<file path="src/rtl/dhse_pkg.sv">
// ----------------------------------------------------------------------------
// dhse_pkg
// Shared codes, field widths and controller/datapath interface structs for
// the double hashing key set engine.
// ----------------------------------------------------------------------------
package dhse_pkg;

    localparam int REQ_W     = 2;
    localparam int KEY_IN_W  = 32;
    localparam int CNT_OUT_W = 10;
    localparam int ST_W      = 2;

    localparam logic [REQ_W-1:0] REQ_ADD      = 2'd0;
    localparam logic [REQ_W-1:0] REQ_REMOVE   = 2'd1;
    localparam logic [REQ_W-1:0] REQ_CONTAINS = 2'd2;

    localparam logic [ST_W-1:0] ST_EMPTY = 2'd0;
    localparam logic [ST_W-1:0] ST_USED  = 2'd1;
    localparam logic [ST_W-1:0] ST_TOMB  = 2'd2;

    typedef struct packed {
        logic clear;
        logic load;
        logic div_step;
        logic hash;
        logic step_set;
        logic rd;
        logic eval;
        logic commit;
    } t_cmd;

    typedef struct packed {
        logic clear_last;
        logic div_last;
        logic req_ok;
        logic probe_end;
        logic out_busy;
    } t_sts;

endpackage

</file>
<file path="src/rtl/dhse_ctrl.sv">
// ----------------------------------------------------------------------------
// dhse_ctrl
// Sequencer: memory clearing pass, hash division, probe read/evaluate loop
// and result commit.
// ----------------------------------------------------------------------------
module dhse_ctrl #(
    parameter int TABLE_SIZE   = 1021,
    parameter int SECOND_PRIME = 97
) (
    input  logic           i_clk,
    input  logic           i_rst_n,
    input  logic           i_valid,
    output logic           o_stall,
    output dhse_pkg::t_cmd o_cmd,
    input  dhse_pkg::t_sts i_sts
);
    import dhse_pkg::*;

    localparam logic STEP_DIV = (SECOND_PRIME >= 2 * TABLE_SIZE);

    typedef enum logic [8:0] {
        S_CLEAR  = 9'b000000001,
        S_IDLE   = 9'b000000010,
        S_DIV    = 9'b000000100,
        S_HASH   = 9'b000001000,
        S_DIV2   = 9'b000010000,
        S_STEP   = 9'b000100000,
        S_READ   = 9'b001000000,
        S_EVAL   = 9'b010000000,
        S_COMMIT = 9'b100000000
    } t_state;

    t_state r_state;
    t_state n_state;

    always_comb begin
        n_state = r_state;
        o_cmd   = '0;
        unique case (r_state)
            S_CLEAR: begin
                o_cmd.clear = 1'b1;
                if (i_sts.clear_last) begin
                    n_state = S_IDLE;
                end
            end
            S_IDLE: begin
                if (i_valid) begin
                    o_cmd.load = 1'b1;
                    n_state    = S_DIV;
                end
            end
            S_DIV: begin
                o_cmd.div_step = 1'b1;
                if (i_sts.div_last) begin
                    n_state = S_HASH;
                end
            end
            S_HASH: begin
                o_cmd.hash = 1'b1;
                if (!i_sts.req_ok) begin
                    n_state = S_COMMIT;
                end else if (STEP_DIV) begin
                    n_state = S_DIV2;
                end else begin
                    n_state = S_READ;
                end
            end
            S_DIV2: begin
                o_cmd.div_step = 1'b1;
                if (i_sts.div_last) begin
                    n_state = S_STEP;
                end
            end
            S_STEP: begin
                o_cmd.step_set = 1'b1;
                n_state        = S_READ;
            end
            S_READ: begin
                o_cmd.rd = 1'b1;
                n_state  = S_EVAL;
            end
            S_EVAL: begin
                o_cmd.eval = 1'b1;
                n_state    = i_sts.probe_end ? S_COMMIT : S_READ;
            end
            S_COMMIT: begin
                if (!i_sts.out_busy) begin
                    o_cmd.commit = 1'b1;
                    n_state      = S_IDLE;
                end
            end
            default: begin
                n_state = S_IDLE;
            end
        endcase
    end

    always_ff @(posedge i_clk) begin
        if (!i_rst_n) begin
            r_state <= S_CLEAR;
        end else begin
            r_state <= n_state;
        end
    end

    assign o_stall = (r_state != S_IDLE);

endmodule

</file>
<file path="config.mk">
export PLATFORM = sky130hd
export DESIGN_NAME = dhse_ctrl
export DESIGN_NICKNAME = d
export VERILOG_FILES = /design/src/rtl/dhse_pkg.sv /design/src/rtl/dhse_ctrl.sv
export SDC_FILE = /design/constraint.sdc
export NUM_CORES = 1
export LEC_CHECK = 0
export ABC_AREA = 1
export BUFFER_PORTS_ARGS = -buffer_cell sky130_fd_sc_hd__clkbuf_2
export CORE_AREA = 2 2 39 41
export CTS_BUF_LIST = sky130_fd_sc_hd__clkbuf_16
export DETAILED_ROUTE_END_ITERATION = 16
export DIE_AREA = 0 0 41 43
export GPL_TIMING_DRIVEN = 0
export MAX_ROUTING_LAYER = met4
export PLACE_DENSITY = 0.64
export SETUP_SLACK_MARGIN = 0.1
export SYNTH_ARGS = -nofsm -noshare
export SYNTH_HDL_FRONTEND = slang
export SYNTH_SLANG_ARGS = --single-unit
</file>
<file path="constraint.sdc">
create_clock -name i_clk -period 3.1 [get_ports i_clk]
set_input_delay 0.62 -clock i_clk [delete_from_list [all_inputs] [get_ports i_clk]]
set_output_delay 0.62 -clock i_clk [all_outputs]
set_load 0.02 [all_outputs]
</file>
=== Word-level counts from Yosys, hierarchy flattened ===
Cells that the tools add are included.

* Register bits: 9
* Input port bits: 8
* Logic and storage cells: 36

* Eq/ne operators: 15
* Mux-type cells: 18
* Reductions and logical operators: 2

{| class="wikitable"
|+ Operators by type and width
! kind !! count
|-
| $pmux 9 s9 || 1
|-
| $mux 9 || 7
|-
| $mux 1 || 10
|-
| $ne 2x2->1 const B || 5
|-
| $eq 9x1->1 const B || 1
|-
| $eq 9x2->1 const B || 1
|-
| $eq 9x3->1 const B || 1
|-
| $eq 9x4->1 const B || 1
|-
| $eq 9x5->1 const B || 1
|-
| $eq 9x6->1 const B || 1
|-
| $eq 9x7->1 const B || 1
|-
| $eq 9x8->1 const B || 1
|-
| $eq 9x9->1 const B || 1
|-
| $ne 9x2->1 const B || 1
|-
| $reduce_and 5->1 || 1
|-
| $reduce_or 2->1 || 1
|}

=== Depth between registers and ports, before layout ===
* Word-level depth: 3
* Mapped depth: 9

=== Least setup slack after synthesis ===
OpenSTA, ideal clock, no wires.

* Path type: input to output
* From: input port i_sts[0] (netlist bit)
* To: output port o_cmd[0] (netlist bit)
* Data arrival time: 1,330 ps
* Required time: 2,480 ps
* Path slack: 1,150 ps
* Stages: 1
* Buffers on the path: 0
* Cells stage by stage: nor4_1

* Cells in the longest elaborated chain, start to end: 2

{| class="wikitable"
|+ Ends and longest elaborated chain
! what !! RTL line !! source
|-
| start: declaration || dhse_ctrl.sv:15 || <nowiki>input dhse_pkg::t_sts i_sts</nowiki>
|-
| $mux 1 || dhse_ctrl.sv:87 || <nowiki>if (!i_sts.out_busy) begin</nowiki>
|-
| $mux 1 || dhse_ctrl.sv:39 || <nowiki>unique case (r_state)</nowiki>
|-
| end: declaration || dhse_ctrl.sv:14 || <nowiki>output dhse_pkg::t_cmd o_cmd,</nowiki>
|}

Every way passes these cells.

==> impl_metrics.ini <==
[status]
status = completed

[clocking]
cts_setup_buffers = 0
clock_path_buffers = 2
clk_pin_slew_ps = 40
hold_buffers = 0
cts_buffers = 3
cts-root-buf = clkbuf_16
cts_sinks = 7
clk_latency_ps = 230
htreeDepth = 1
cts_resized = 0
cts_tree = done

[timing]
rsz0062_at_grt = no
clock.fmax_ghz = 0.516
setup_viol = 0
hold_viol = 0
slew_violations = 0
layout_min_cycle_time_ps = 1940
fin_crit_sh = 0.625
skew_ps = 1.91
finalSetupTns_ps = 0

[route]
ant_nets = 0
wl_um = 991
drc = 0
drtIter0Drc = 6
dr.pass1.iters = 4
vias_per_cell = 4.45
wl_per_cell_um = 8.69
vias = 507

[synthesis]
yosysTopAreaCellShare = 0.289
syn_nets = 87
synth_area_leaders = dfxtp_1 (29%), nand2_1 (13%), nor2_1 (10%)
synth_cells = 79
ys_ff_latch = 7
yosysSeqAreaShare = 0.289
synth_area_leader_cell = dfxtp_1
synth_area_um2 = 485
ys_types = 16
syn_area_per_cell_um2 = 6.15
yosysWarnings = 0

[critical_path]
crit_chain = inv_1, nand2_2, nor2_2, nand2_1, nor2_1, clkbuf_2
slowest_delay_ps = 310
critPathKind = reg -> out
r2r-start = r_state[2]$_SDFFE_PN0P_
timing.critical_path.buf_inv = 2
crit_arrival_ps = 1320
cp-startpoint = r_state[8]$_SDFFE_PN0P_
critPathSlowestCell = dfxtp_1
endpoint_kind = primary output
crit_required_ps = 2480
crit_family = simple AND/OR/NAND/NOR gates
cp_max_fo = 4
critPathLaunchType = register

[layout]
top_register = r_state
drive_above_1_share = 0.347
largest_register_ffs = 7
areaGrowthSynthToFinish_pct = 35.8
nNetsFinal = 107
top_regs = r_state (7)
n_antenna_cell = 0
layout.cells.non_filler = 114

[grt]
grt_use_met1 = 0.152
grt_usage = 0.128
busiest_layer = met2
antenna_found_initial = 0
met2_usage = 0.184
grt_max_degree = 8
use_met3 = 0.0314
grt_pass1_wl_mm = 1.47
overflow = 0
grt_pass1_vias = 405

[floorplanning]
die_y_um = 43
die_area_um2 = 1760
num_rows = 14
die_w_um = 41
start_util = 0.351
ios = 17
placeableCoreArea_um2 = 1380

[place]
gp_congestion = 0.736
place_hpwl_um = 816
place_inst = 110
io_buffers = 15

[power_and_ir_drop]
leakage_nw = 0.375
power_density_nw_per_um2 = 539
finalPower_mw = 0.356
peakVddDrop_uv = 287

[min_path]
hold_start = r_state[1]$_SDFFE_PN0P_
hold_path_class = reg -> reg

[job]
maxCapViolCount = 0
## cells in the final DEF, fill, tap and decap left out
cell type	count
nand3b_1	2
nor2_2	7
conb_1	1
nand2_4	1
nand2_2	2
inv_1	12
nor3_1	3
nor2_1	13
nand3_1	6
clkbuf_2	15
buf_4	1
inv_2	3
dfxtp_1	7
clkbuf_16	3
nand2_1	17
nor4_1	1
o21a_1	2
nand3_2	2
## synth_stat cells
master,n
nand2_4,1
nand2_2,2
nand2_1,17
nand3b_1,2
nor2_1,13
conb_1,1
inv_1,11
nand3_1,6
dfxtp_1,7
nand3_2,2
buf_4,1
nor2_2,7
inv_2,3
nor4_1,1
nor3_1,3
o21a_1,2
## cells by family after synthesis
family | after synthesis | synth area share
other | 1 | 0.00772
AOI/OAI and AO/OA | 2 | 0.0309
buffers and inverters | 15 | 0.124
DFF | 7 | 0.289
and+or+nand+nor | 54 | 0.549
## path summary, 6_finish.rpt
kind	end	slack (ps)	cells after the start
setup / recovery	o_cmd[6]	1160	6
hold / removal	r_state[1]$_SDFFE_PN0P_	560	2
setup reg to reg	r_state[1]$_SDFFE_PN0P_	1910	9
hold reg to reg	r_state[1]$_SDFFE_PN0P_	560	2
## worst min-delay path, delay by kind of cell (launching register included)
kind | cells | cell delay [ps]
flops | 1 | 330
simple gates | 2 | 180
## final cells by class
cell class / count / area [µm²]
Fill cell: 143 / 724
Multi-Input combinational cell: 57 / 285
Sequential cell: 7 / 140
Clock buffer: 3 / 75.1
Timing Repair Buffer: 15 / 75.1
Inverter: 14 / 52.6
Tap cell: 16 / 20.0
Buffer: 1 / 7.51
Clock inverter: 1 / 3.75
## per-layer routing
layer | part of all wire | up-vias
li1 | - | 279
met4 | 0.012 | 0
met1 | 0.45 | 211
met2 | 0.50 | 15
met3 | 0.042 | 2
met5 | 0 | -
## stage by stage
step | cell area (µm²) | util | hold slack (ps) | setup slack (ps)
floorplan | 485 | - | 529 | 1150
global placement | 581 | 0.420 | 554 | 1320
detailed placement | 581 | 0.420 | 556 | 1300
CTS | 659 | 0.476 | 567 | 1160
global route | 659 | 0.476 | 614 | 1040
finish | 659 | 0.476 | 561 | 1160
## where the power goes
group	total [mW]	switching [mW]	internal [mW]
sequential	0.0976	0.00358	0.0940
combinational	0.0440	0.0276	0.0165
clock	0.214	0.0465	0.168
(Power assumes the default switching activity.)
